[src/design/pattern_chain_step_sequencer_top_assert.svh]
// assertion macros shared by the sequencer modules
`ifndef PATTERN_CHAIN_STEP_SEQUENCER_TOP_ASSERT_SVH
`define PATTERN_CHAIN_STEP_SEQUENCER_TOP_ASSERT_SVH
`ifndef SYNTHESIS
`define PCS_ASSERT_IMP(name, ante, cons) \
  name: assert property (@(posedge clk) disable iff (rst) (ante) |-> (cons)) \
    else $error("pcs assertion failed");
`define PCS_ASSERT_NXT(name, ante, cons) \
  name: assert property (@(posedge clk) disable iff (rst) (ante) |=> (cons)) \
    else $error("pcs assertion failed");
`else
`define PCS_ASSERT_IMP(name, ante, cons)
`define PCS_ASSERT_NXT(name, ante, cons)
`endif
`endif

[src/design/pcs_pkg.sv]
package pcs_pkg;

  localparam logic [2:0] OP_TICK      = 3'd0;
  localparam logic [2:0] OP_CHAIN     = 3'd1;
  localparam logic [2:0] OP_UNCHAIN   = 3'd2;
  localparam logic [2:0] OP_CLR_CHAIN = 3'd3;
  localparam logic [2:0] OP_WRITE     = 3'd4;
  localparam logic [2:0] OP_CLR_EDIT  = 3'd5;

  typedef struct packed {
    logic [2:0] opcode;
    logic [2:0] pattern_number;
    logic [3:0] step_number;
    logic       step_enable;
    logic [2:0] scale_degree;
    logic       accent_flag;
    logic       slide_flag;
  } pcs_in_t;

  typedef struct packed {
    logic [3:0]  step_position;
    logic [2:0]  playing_pattern;
    logic [3:0]  chain_count;
    logic [2:0]  chain_slot;
    logic [31:0] tick_total;
    logic        note_on;
    logic [2:0]  note_degree;
    logic        note_accent;
    logic        note_slide;
    logic        took_effect;
  } pcs_out_t;

  typedef enum logic [2:0] {
    ST_WIPE,
    ST_IDLE,
    ST_EXEC,
    ST_SHIFT,
    ST_FIX,
    ST_WIPE_EDIT,
    ST_READ,
    ST_RESP
  } pcs_state_t;

  typedef struct packed {
    logic load;
    logic wipe;
    logic tick;
    logic chain;
    logic unchain_start;
    logic shift;
    logic unchain_fix;
    logic clear_chain;
    logic write_step;
    logic edit_start;
    logic wipe_edit;
    logic read;
  } pcs_cmd_t;

  typedef struct packed {
    logic [2:0] opcode;
    logic       took;
    logic       wipe_last;
    logic       edit_last;
    logic       shift_last;
  } pcs_stat_t;

endpackage

[src/design/pattern_chain_step_sequencer_top.sv]
// Step sequencer with a pattern store and an ordered pattern chain. An item is taken
// when start is high and busy is low; its one result appears on result for a single
// cycle with done high, and the receiver cannot stall it. Tick, chain, clear chain,
// write step, unused opcodes and an unchain that finds nothing go from accept through
// execute, read and response; an unchain that removes a pattern adds a shift walking
// chain entries from the tail down to the removed one (at most PATTERNS) and a fix
// step; clear edit pattern adds a wipe of STEPS entries, one store entry per cycle
// through the single write port. After reset the step store is cleared one entry a
// cycle, PATTERNS rounded up to a power of two times STEPS rounded up likewise (128
// entries at the defaults), with busy high; configuration writes are always ready.
module pattern_chain_step_sequencer_top #(
  parameter int STEPS    = 16,
  parameter int PATTERNS = 8
) (
  input  logic              clk,
  input  logic              rst,
  input  logic              start,
  output logic              busy,
  input  pcs_pkg::pcs_in_t  item,
  output logic              done,
  output pcs_pkg::pcs_out_t result,
  input  logic              cfg_valid,
  output logic              cfg_ready,
  input  logic [2:0]        cfg_data
);

  pcs_pkg::pcs_cmd_t  cmd;
  pcs_pkg::pcs_stat_t stat;

  assign cfg_ready = 1'b1;

  pcs_ctrl u_ctrl (
    .clk   (clk),
    .rst   (rst),
    .start (start),
    .stat  (stat),
    .cmd   (cmd),
    .busy  (busy),
    .done  (done)
  );

  pcs_dp #(
    .STEPS    (STEPS),
    .PATTERNS (PATTERNS)
  ) u_dp (
    .clk      (clk),
    .rst      (rst),
    .item     (item),
    .cfg_we   (cfg_valid && cfg_ready),
    .cfg_data (cfg_data),
    .cmd      (cmd),
    .stat     (stat),
    .result   (result)
  );

endmodule

[src/design/pcs_ctrl.sv]
`include "pattern_chain_step_sequencer_top_assert.svh"

module pcs_ctrl (
  input  logic                clk,
  input  logic                rst,
  input  logic                start,
  input  pcs_pkg::pcs_stat_t  stat,
  output pcs_pkg::pcs_cmd_t   cmd,
  output logic                busy,
  output logic                done
);

  pcs_pkg::pcs_state_t state, state_next;

  always_ff @(posedge clk) begin
    if (rst) begin
      state <= pcs_pkg::ST_WIPE;
    end else begin
      state <= state_next;
    end
  end

  always_comb begin
    state_next = state;
    case (state)
      pcs_pkg::ST_WIPE: begin
        if (stat.wipe_last) begin
          state_next = pcs_pkg::ST_IDLE;
        end
      end
      pcs_pkg::ST_IDLE: begin
        if (start) begin
          state_next = pcs_pkg::ST_EXEC;
        end
      end
      pcs_pkg::ST_EXEC: begin
        case (stat.opcode)
          pcs_pkg::OP_UNCHAIN: begin
            state_next = stat.took ? pcs_pkg::ST_SHIFT : pcs_pkg::ST_READ;
          end
          pcs_pkg::OP_CLR_EDIT: begin
            state_next = pcs_pkg::ST_WIPE_EDIT;
          end
          default: begin
            state_next = pcs_pkg::ST_READ;
          end
        endcase
      end
      pcs_pkg::ST_SHIFT: begin
        if (stat.shift_last) begin
          state_next = pcs_pkg::ST_FIX;
        end
      end
      pcs_pkg::ST_FIX: begin
        state_next = pcs_pkg::ST_READ;
      end
      pcs_pkg::ST_WIPE_EDIT: begin
        if (stat.edit_last) begin
          state_next = pcs_pkg::ST_READ;
        end
      end
      pcs_pkg::ST_READ: begin
        state_next = pcs_pkg::ST_RESP;
      end
      pcs_pkg::ST_RESP: begin
        state_next = pcs_pkg::ST_IDLE;
      end
      default: begin
        state_next = pcs_pkg::ST_IDLE;
      end
    endcase
  end

  always_comb begin
    cmd  = '0;
    busy = 1'b1;
    done = 1'b0;
    case (state)
      pcs_pkg::ST_WIPE: begin
        cmd.wipe = 1'b1;
      end
      pcs_pkg::ST_IDLE: begin
        busy     = 1'b0;
        cmd.load = start;
      end
      pcs_pkg::ST_EXEC: begin
        case (stat.opcode)
          pcs_pkg::OP_TICK:      cmd.tick          = 1'b1;
          pcs_pkg::OP_CHAIN:     cmd.chain         = stat.took;
          pcs_pkg::OP_UNCHAIN:   cmd.unchain_start = stat.took;
          pcs_pkg::OP_CLR_CHAIN: cmd.clear_chain   = 1'b1;
          pcs_pkg::OP_WRITE:     cmd.write_step    = 1'b1;
          pcs_pkg::OP_CLR_EDIT:  cmd.edit_start    = 1'b1;
          default: begin
            cmd = '0;
          end
        endcase
      end
      pcs_pkg::ST_SHIFT: begin
        cmd.shift = 1'b1;
      end
      pcs_pkg::ST_FIX: begin
        cmd.unchain_fix = 1'b1;
      end
      pcs_pkg::ST_WIPE_EDIT: begin
        cmd.wipe_edit = 1'b1;
      end
      pcs_pkg::ST_READ: begin
        cmd.read = 1'b1;
      end
      pcs_pkg::ST_RESP: begin
        done = 1'b1;
      end
      default: begin
        cmd = '0;
      end
    endcase
  end

  `PCS_ASSERT_NXT(a_accept_exec, start && !busy, state == pcs_pkg::ST_EXEC)
  `PCS_ASSERT_NXT(a_shift_fix, (state == pcs_pkg::ST_SHIFT) && stat.shift_last, state == pcs_pkg::ST_FIX)
  `PCS_ASSERT_IMP(a_cmd_single, 1'b1, $onehot0(cmd))

endmodule

[src/design/pcs_dp.sv]
`include "pattern_chain_step_sequencer_top_assert.svh"

module pcs_dp #(
  parameter int STEPS    = 16,
  parameter int PATTERNS = 8
) (
  input  logic               clk,
  input  logic               rst,
  input  pcs_pkg::pcs_in_t   item,
  input  logic               cfg_we,
  input  logic [2:0]         cfg_data,
  input  pcs_pkg::pcs_cmd_t  cmd,
  output pcs_pkg::pcs_stat_t stat,
  output pcs_pkg::pcs_out_t  result
);

  localparam int SW    = $clog2(STEPS);
  localparam int PW    = (PATTERNS > 1) ? $clog2(PATTERNS) : 1;
  localparam int LW    = $clog2(PATTERNS + 1);
  localparam int AW    = PW + SW;
  localparam int DEPTH = 1 << AW;
  localparam logic [5:0] PAT_LIM  = 6'(PATTERNS);
  localparam logic [6:0] STEP_LIM = 7'(STEPS);

  typedef struct packed {
    logic       on;
    logic [2:0] degree;
    logic       accent;
    logic       slide;
  } step_t;

  pcs_pkg::pcs_in_t item_r;
  logic             took;
  logic             took_next;
  logic [PW-1:0]    edit;
  logic [SW-1:0]    step_pos;
  logic [31:0]      tick_count;
  logic [PW-1:0]    play;
  logic [LW-1:0]    len;
  logic [PW-1:0]    pos;
  logic [PW-1:0]    list [PATTERNS];
  logic [PATTERNS-1:0] mark;
  logic [PW-1:0]    carry;
  logic [AW-1:0]    cnt;
  step_t            mem [DEPTH];
  step_t            rd_data;

  logic [PW-1:0] pidx;
  logic          pn_ok;
  logic          sn_ok;
  logic [LW-1:0] pos_inc;
  logic [PW-1:0] tick_pos;
  logic [LW-1:0] len_dec;
  logic [PW-1:0] fix_pos;
  logic [PW-1:0] rd_idx;
  logic [PW-1:0] list_q;
  logic          step_wrap;
  logic          mem_we;
  logic [AW-1:0] mem_waddr;
  step_t         mem_wdata;

  // decode of the incoming item against the current chain
  always_comb begin
    pidx  = PW'(item.pattern_number);
    pn_ok = 6'(item.pattern_number) < PAT_LIM;
    case (item.opcode)
      pcs_pkg::OP_TICK, pcs_pkg::OP_CLR_CHAIN, pcs_pkg::OP_WRITE, pcs_pkg::OP_CLR_EDIT: begin
        took_next = 1'b1;
      end
      pcs_pkg::OP_CHAIN: begin
        took_next = pn_ok && !mark[pidx] && (len < LW'(PATTERNS));
      end
      pcs_pkg::OP_UNCHAIN: begin
        took_next = pn_ok && mark[pidx];
      end
      default: begin
        took_next = 1'b0;
      end
    endcase
  end

  always_comb begin
    pos_inc   = LW'(pos) + LW'(1);
    tick_pos  = (pos_inc == len) ? '0 : PW'(pos_inc);
    len_dec   = len - LW'(1);
    fix_pos   = (LW'(pos) >= len_dec) ? '0 : pos;
    step_wrap = step_pos == SW'(STEPS - 1);
    sn_ok     = 7'(item_r.step_number) < STEP_LIM;
    // single read port on the chain list
    if (cmd.shift) begin
      rd_idx = PW'(cnt);
    end else if (cmd.unchain_fix) begin
      rd_idx = fix_pos;
    end else begin
      rd_idx = tick_pos;
    end
    list_q = list[rd_idx];
  end

  always_comb begin
    stat.opcode     = item_r.opcode;
    stat.took       = took;
    stat.wipe_last  = &cnt;
    stat.edit_last  = cnt[SW-1:0] == SW'(STEPS - 1);
    stat.shift_last = (list_q == PW'(item_r.pattern_number)) || (cnt[PW-1:0] == '0);
  end

  always_ff @(posedge clk) begin
    if (rst) begin
      cnt <= '0;
    end else if (cmd.wipe || cmd.wipe_edit) begin
      cnt <= cnt + AW'(1);
    end else if (cmd.edit_start) begin
      cnt <= '0;
    end else if (cmd.unchain_start) begin
      cnt <= AW'(len_dec);
    end else if (cmd.shift) begin
      cnt <= cnt - AW'(1);
    end
  end

  always_ff @(posedge clk) begin
    if (rst) begin
      edit       <= '0;
      step_pos   <= '0;
      tick_count <= '0;
      play       <= '0;
      len        <= '0;
      pos        <= '0;
      mark       <= '0;
    end else begin
      if (cfg_we && (6'(cfg_data) < PAT_LIM)) begin
        edit <= PW'(cfg_data);
      end
      if (cmd.tick) begin
        tick_count <= tick_count + 32'd1;
        step_pos   <= step_wrap ? '0 : step_pos + SW'(1);
        if (step_wrap && (len > LW'(1))) begin
          pos  <= tick_pos;
          play <= list_q;
        end
      end
      if (cmd.chain) begin
        mark[PW'(item_r.pattern_number)] <= 1'b1;
        len <= len + LW'(1);
        if (len == '0) begin
          play <= PW'(item_r.pattern_number);
          pos  <= '0;
        end
      end
      if (cmd.unchain_start) begin
        mark[PW'(item_r.pattern_number)] <= 1'b0;
      end
      if (cmd.unchain_fix) begin
        len  <= len_dec;
        pos  <= fix_pos;
        play <= (len_dec != '0) ? list_q : edit;
      end
      if (cmd.clear_chain) begin
        mark <= '0;
        len  <= '0;
        pos  <= '0;
        play <= edit;
      end
      if (cmd.edit_start) begin
        step_pos <= '0;
      end
    end
  end

  // item capture and chain list; the shift walks down from the tail carrying entries
  always_ff @(posedge clk) begin
    if (cmd.load) begin
      item_r <= item;
      took   <= took_next;
    end
    if (cmd.chain) begin
      list[PW'(len)] <= PW'(item_r.pattern_number);
    end
    if (cmd.shift) begin
      list[PW'(cnt)] <= carry;
      carry          <= list_q;
    end
  end

  always_comb begin
    mem_we    = cmd.wipe || cmd.wipe_edit || (cmd.write_step && sn_ok);
    mem_wdata = '0;
    if (cmd.wipe) begin
      mem_waddr = cnt;
    end else if (cmd.wipe_edit) begin
      mem_waddr = {edit, cnt[SW-1:0]};
    end else begin
      mem_waddr        = {edit, SW'(item_r.step_number)};
      mem_wdata.on     = item_r.step_enable;
      mem_wdata.degree = item_r.scale_degree;
      mem_wdata.accent = item_r.accent_flag;
      mem_wdata.slide  = item_r.slide_flag;
    end
  end

  always_ff @(posedge clk) begin
    if (mem_we) begin
      mem[mem_waddr] <= mem_wdata;
    end
    if (cmd.read) begin
      rd_data <= mem[{play, step_pos}];
    end
  end

  always_comb begin
    result.step_position   = 4'(step_pos);
    result.playing_pattern = 3'(play);
    result.chain_count     = 4'(len);
    result.chain_slot      = 3'(pos);
    result.tick_total      = tick_count;
    result.note_on         = rd_data.on;
    result.note_degree     = rd_data.degree;
    result.note_accent     = rd_data.accent;
    result.note_slide      = rd_data.slide;
    result.took_effect     = took;
  end

  `PCS_ASSERT_IMP(a_len_max, 1'b1, len <= LW'(PATTERNS))
  `PCS_ASSERT_IMP(a_pos_range, len != '0, LW'(pos) < len)
  `PCS_ASSERT_IMP(a_pos_empty, len == '0, pos == '0)

endmodule

[config.mk]
export PLATFORM = sky130hd
export DESIGN_NAME = pattern_chain_step_sequencer_top
export DESIGN_NICKNAME = d
export VERILOG_FILES = /design/src/design/pcs_pkg.sv /design/src/design/pattern_chain_step_sequencer_top.sv /design/src/design/pcs_ctrl.sv /design/src/design/pcs_dp.sv
export VERILOG_INCLUDE_DIRS = /design/src /design/src/design
export SDC_FILE = /design/constraint.sdc
export NUM_CORES = 1
export LEC_CHECK = 0
export ABC_AREA = 0
export CAP_MARGIN = 10
export CORE_ASPECT_RATIO = 0.6
export CORE_MARGIN = 10
export CORE_UTILIZATION = 49
export CTS_CLUSTER_SIZE = 30
export DETAILED_ROUTE_END_ITERATION = 10
export DONT_BUFFER_PORTS = 1
export PLACE_DENSITY = 0.78
export SLEW_MARGIN = 30
export SYNTH_ARGS = -nofsm -noshare
export SYNTH_HDL_FRONTEND = slang
export SYNTH_HIERARCHICAL = 1
export SYNTH_SLANG_ARGS = --single-unit
[constraint.sdc]
create_clock -name clk -period 4.1 [get_ports clk]
set_clock_uncertainty 0.1 [all_clocks]
set_input_delay 0.615 -clock clk [delete_from_list [all_inputs] [get_ports clk]]
set_output_delay 0.615 -clock clk [all_outputs]
set_load 0.01 [all_outputs]
### Yosys cells after proc, flatten, opt, wreduce, memory -nomap -nowiden

Memory sizes are Yosys's and may differ from the RTL's. A register that Yosys moved wholly into a read port is not among the register bits.
Index checks and enable logic that the tools add are counted.

| word-level totals | value |
|---|---|
| register bits | 87 |
| memory bits (writable) | 792 |
| logic and storage cells | 149 |
| memories kept | 2 |

| cells by class | value |
|---|---|
| add/sub/neg operators | 7 |
| order comparisons | 6 |
| eq/ne operators | 25 |
| multiplexer cells | 67 |
| bitwise logic cells | 3 |
| reduce and logical (&&, ||, !) cells | 21 |

Memory list:

| name | depth | bits a word | rd ports | clocked after memory_dff | write ports | RTL line | source |
|---|---|---|---|---|---|---|---|
| u_dp.mem | 128 | 6 | 1 | 1 | 1 | pcs_dp.sv:45 | `step_t mem [DEPTH];` |
| u_dp.list | 8 | 3 | 1 | 0 | 1 | pcs_dp.sv:41 | `logic [PW-1:0] list [PATTERNS];` |

Operators by type and width:

| operator | count |
|---|---|
| two-way mux 3 bit | 25 |
| two-way mux 7 bit | 5 |
| adder 32 x 1 -> 32 bit, second input constant | 1 |
| equality test 3 bit, second input constant | 8 |
| two-way mux 8 bit | 3 |
| one-hot mux 3 bit (8 select lines) | 1 |
| two-way mux 1 bit | 23 |
| equality test 3 x 2 -> 1 bit, second input constant | 6 |
| two-way mux 4 bit | 4 |
| zero test 3 bit | 4 |
| two-way mux 6 bit | 2 |
| equality test 3 x 1 -> 1 bit, second input constant | 3 |
| adder 4 x 1 -> 4 bit, second input constant | 2 |
| AND 8 bit | 1 |
| equality test 4 bit, second input constant | 2 |
| < comparator 3 x 4 -> 1 bit, second input constant | 2 |
| != test 2 bit, second input constant | 4 |
| inverter 8 bit | 1 |
| bitwise OR 8 bit | 1 |
| nonzero test 4 bit | 2 |
| adder 7 x 1 -> 7 bit, second input constant | 1 |
| AND reduction 7 bit | 1 |
| subtractor 7 x 1 -> 7 bit, second input constant | 1 |
| one-hot mux 3 bit (2 select lines) | 1 |
| 20 further kinds | 25 |

### Logic depth before layout (Yosys ltp)

An unclocked memory read counts as a cell.

| depth | value |
|---|---|
| depth in word-level cells | 12 |
| depth in mapped cells | 17 |
| mapped depth without buffers | 16 |

### By module

Netlist, hierarchy kept.

Modules (own cells, without submodules):

| module | instances | cells each | area an instance (µm²) |
|---|---|---|---|
| pcs_dp | 1 | 1899 | 35788.1 |
| pcs_ctrl | 1 | 49 | 347.8 |
| pattern_chain_step_sequencer_top | 1 | 2 | 11.3 |

### Worst setup path before layout

OpenSTA, ideal clock, no wires.

| timing path | value |
|---|---|
| kind | flip-flop to flip-flop |
| start point | register u_dp.len[0] |
| end point | register u_ctrl.state[1] |
| data arrival time | 3.948 ns |
| data required time | 3.921 ns |
| setup slack | -0.028 ns |
| stages on the path, launching flop included | 17 |
| path buffers | 0 |
| period minus slack after synthesis | 4.128 ns |
| cell sequence | dfxtp_1 -> inv_1 -> ha_1 -> xnor2_1 -> ha_1 -> a31oi_1 -> a21oi_1 -> o221ai_1 -> nand2_1 -> a2111oi_2 -> nor3_2 -> xor2_1 -> o41ai_2 -> mux2i_1 -> a221oi_2 -> nor2_1 -> a211oi_2 |

RTL lines:

| what | RTL line | source |
|---|---|---|
| start: declaration | pcs_dp.sv:39 | `logic [LW-1:0] len;` |
| start signal: assignment | pcs_dp.sv:145 | `len <= len + LW'(1);` |
| start signal: assignment | pcs_dp.sv:155 | `len <= len_dec;` |
| end signal: assignment | pcs_ctrl.sv:17 | `state <= pcs_pkg::ST_WIPE;` |
| end signal: assignment | pcs_ctrl.sv:19 | `state <= state_next;` |
| end: declaration | pcs_ctrl.sv:13 | `pcs_pkg::pcs_state_t state, state_next;` |

==> results.cfg <==
[routing]
drt-initial-drc-count = 3064
ant_nets = 0
drcViolationCount = 0
vias_per_cell = 6.38
wl_per_cell_um = 29.1
route.vias.total = 19655
first_pass_iters = 6
wl_um = 89500

[power_and_ir_drop]
pwr-share-clk = 0.316
power_switching_mw = 6.46
swShare = 0.284
p_per_area_nw_per_um2 = 557
p_int_mw = 16.3
power_frac_seq = 0.498
p_leak_nw = 12.5
irDropWorstVdd_mv = 0.374
power_frac_comb = 0.186

[status]
status = complete, no violations

[worst_setup_path]
crit_type = flip-flop to flip-flop
worstPathArrival_ns = 4.44
end_kind = flip-flop
critPathRequiredTime_ns = 4.58
start_kind = flip-flop
crit_path_max_fanout = 5

[timing]
fmax_mhz = 253
fin_crit_ns = 3.96
tightest_slew_ns = 0.896
setup_viol = 0
drv_slew = 0
period_share = 0.966
fin_hold_ws_ns = 0.0190
finalHoldViolCount = 0
rsz0062_at_grt = no
max_slew_margin = 0.403

[cts]
root_buffer = clkbuf_16
clockBufferDepth = 3
cts_sinks = 885
cts_tree = yes
htreeDepth = 3
cts-buffers-inserted = 77
path_clk_slew_ns = 0.07
insertion_delay_ns = 0.66

[synthesis]
yosys.cell_types.count = 73
synth_warnings = 6
postSynth.asyncResetShare = 0
synthFlopType = edfxtp_1
yosysSeqAreaShare = 0.717
syn_area_um2 = 36100
ys_ff_latch = 885
syn_area_per_cell_um2 = 18.5
synth-edff-count = 818
netlist_instances = 1950
syn_nets = 1984

[global_routing]
grt_pass1_vias = 19219
grt_max_degree = 97
grt.total_usage = 0.208
grt-ovfl-total = 0
antenna_found_initial = 1
grt_pass1_wl_um = 132000

[place]
dp_hpwl_um = 56400
routabilityCongestion = 0.931
placed_area_um2 = 37900
portBuffers = 0

[floorplan]
rows = 77
die_area_um2 = 85400
fp.dieH_um = 230
io-pin-count = 79
die_x_um = 371
start_util = 0.492
core-area_um2 = 73400

[cells_and_area]
area_growth_pct = 12.7
multi_input_area_um2 = 9930
antenna_cells = 0
drive_above_1_share = 0.258
fin_nets = 2070
nFillCells = 5338
final_area_um2 = 40700
regArea_um2 = 25900

[worst_hold_path]
hp-class = input pin to flip-flop

[job]
maxCapViolCount = 0
==> critical path, stage by stage (launching register included) <==
cell	delay, ns
dfxtp_2	0.34
inv_2	0.06
ha_4	0.17
xnor2_4	0.19
ha_4	0.24
a31oi_4	0.21
a21oi_4	0.10
o41ai_4	0.28
buf_4	0.19
buf_8	0.14
mux2i_2	0.25
mux2i_1	0.10
mux2_4	0.29
xor2_1	0.15
o41ai_2	0.24
buf_4	0.20
mux2i_2	0.09
a221oi_2	0.29
nor2_1	0.09
a211oi_2	0.14
==> registers in the layout (all words and copies together), names as in the netlist <==
name	flops
u_dp/mem	768
u_dp/tick_count	32
u_dp/list	24
u_dp/item_r	13
u_dp/mark	8
u_dp/cnt	7
u_dp/result	6
u_dp/len	4
u_dp/step_pos	4
u_ctrl/state	3
u_dp/carry	3
u_dp/edit	3
u_dp/play	3
u_dp/pos	3
u_dp/stat	3
u_dp/took	1
==> cell type report <==
cell class / count / area share
Clock buffer: 92 / 0.0492
Clock inverter: 44 / 0.0109
Inverter: 18 / 0.00166
Multi-Input combinational cell: 939 / 0.244
Sequential cell: 885 / 0.636
Tap cell: 987 / 0.0303
Timing Repair Buffer: 115 / 0.0279
==> power by group through the flow <==
stage	Sequential [mW]	Clock, mW	Combinational (mW)
after floorplan	11.5	0	2.28
after global placement	11.5	0	3.79
after detailed placement	11.5	0	3.92
after CTS	11.3	7.28	4.01
after global routing	11.3	7.65	4.47
final	11.3	7.18	4.22
==> layout by cell type, fill, tap and decap left out, types with 15 or more instances in the layout <==
cell           instances
and3_1                17
nand3_1               38
clkbuf_16             78
o21ai_0               34
clkinv_1              20
nand2_1               90
buf_4                 80
edfxtp_1             818
dlygate4sd3_1         16
xor2_1                25
mux4_2               254
a21oi_1               30
inv_1                 15
buf_12                18
dfxtp_1               58
mux2_2                29
nor2_1               208
==> metrics by stage <==
stage | util | total power [mW] | std cells | worst slack (ns) | TNS, ns
floorplan | - | 13.7 | 1950 | 0.0170 | 0
detailed placement | 0.516 | 15.4 | 2923 | -0.173 | -0.183
CTS | 0.553 | 22.6 | 3078 | 0.0199 | 0
global placement | 0.516 | 15.2 | 2923 | -0.0957 | -0.0957
global route | 0.555 | 23.5 | 3080 | 0.0229 | 0
finish | 0.555 | 22.7 | 3080 | 0.141 | 0
==> cells in the mapped netlist (4+ instances only) <==
library cell	n	area (µm²)
nand2b_1	8	50.1
a211oi_1	9	67.6
ha_1	11	138
xnor2_1	12	105
or2_2	4	25.0
edfxtp_1	818	24600
mux2_2	30	338
clkbuf_1	74	278
mux2i_1	15	150
xor2_1	25	219
nand3_1	38	190
nand4_1	7	43.8
o21ai_0	34	170
dfxtp_1	67	1340
and3_1	17	106
a21oi_1	32	160
inv_1	17	63.8
o211ai_1	4	30.0
and2_1	10	62.6
nor2b_1	12	75.1
nand2_1	91	342
buf_1	8	30.0
buf_4	6	45.0
a22oi_1	4	30.0
a311oi_1	6	52.6
o22ai_1	7	43.8
nor2_1	209	785
nand3b_1	6	45.0
nor3_1	14	70.1
or3_1	13	81.3
a31oi_1	9	56.3
mux4_2	254	5720
buf_2	20	100
==> cell families (layout without fill, tap and decap cells) <==
family / count (synthesis) / in the layout / share of synthesized area
buffers and inverters: 126 / 269 / 0.0144
XOR/XNOR: 38 / 38 / 0.00942
AO/OA/AOI/OAI: 144 / 144 / 0.0277
multiplexers: 299 / 299 / 0.172
other: 1 / 1 / 0.000104
flip-flops: 885 / 885 / 0.717
AND/OR/NAND/NOR: 446 / 446 / 0.0562
adder cells (fa/ha/maj): 11 / 11 / 0.00381
==> final timing paths <==
| check | from | to | slack (ns) | cells after the start |
|---|---|---|---|---|
| setup / recovery | u_dp/len[0] | u_ctrl/state[1] | 0.14 | 19 |
| hold / removal | cfg_data[1] | u_dp/edit[1] | 0.02 | 2 |
| setup reg to reg | u_dp/len[0] | u_ctrl/state[1] | 0.14 | 19 |
| hold reg to reg | u_dp/mark[4] | u_dp/mark[4] | 0.45 | 2 |
==> what timing repair did <==
action / 4_1_cts / 5_1_grt
buffers inserted: 2 / 2
pin swaps: 6 / 12
hold buffers: 17 / 0
hold endpoints to repair: 63 / 0
endpoints found under the setup margin: 2 / 2
resized for setup: 10 / 24
==> per-layer routing <==
| layer | GRT usage | share of wire | up-vias |
|---|---|---|---|
| met5 | 0 | 0 | - |
| met1 | 0.302 | 0.39 | 10214 |
| li1 | - | - | 8033 |
| met3 | 0.0698 | 0.13 | 147 |
| met4 | 0.0482 | 0.021 | 0 |
| met2 | 0.304 | 0.45 | 1261 |
(Power assumes the default switching activity.)
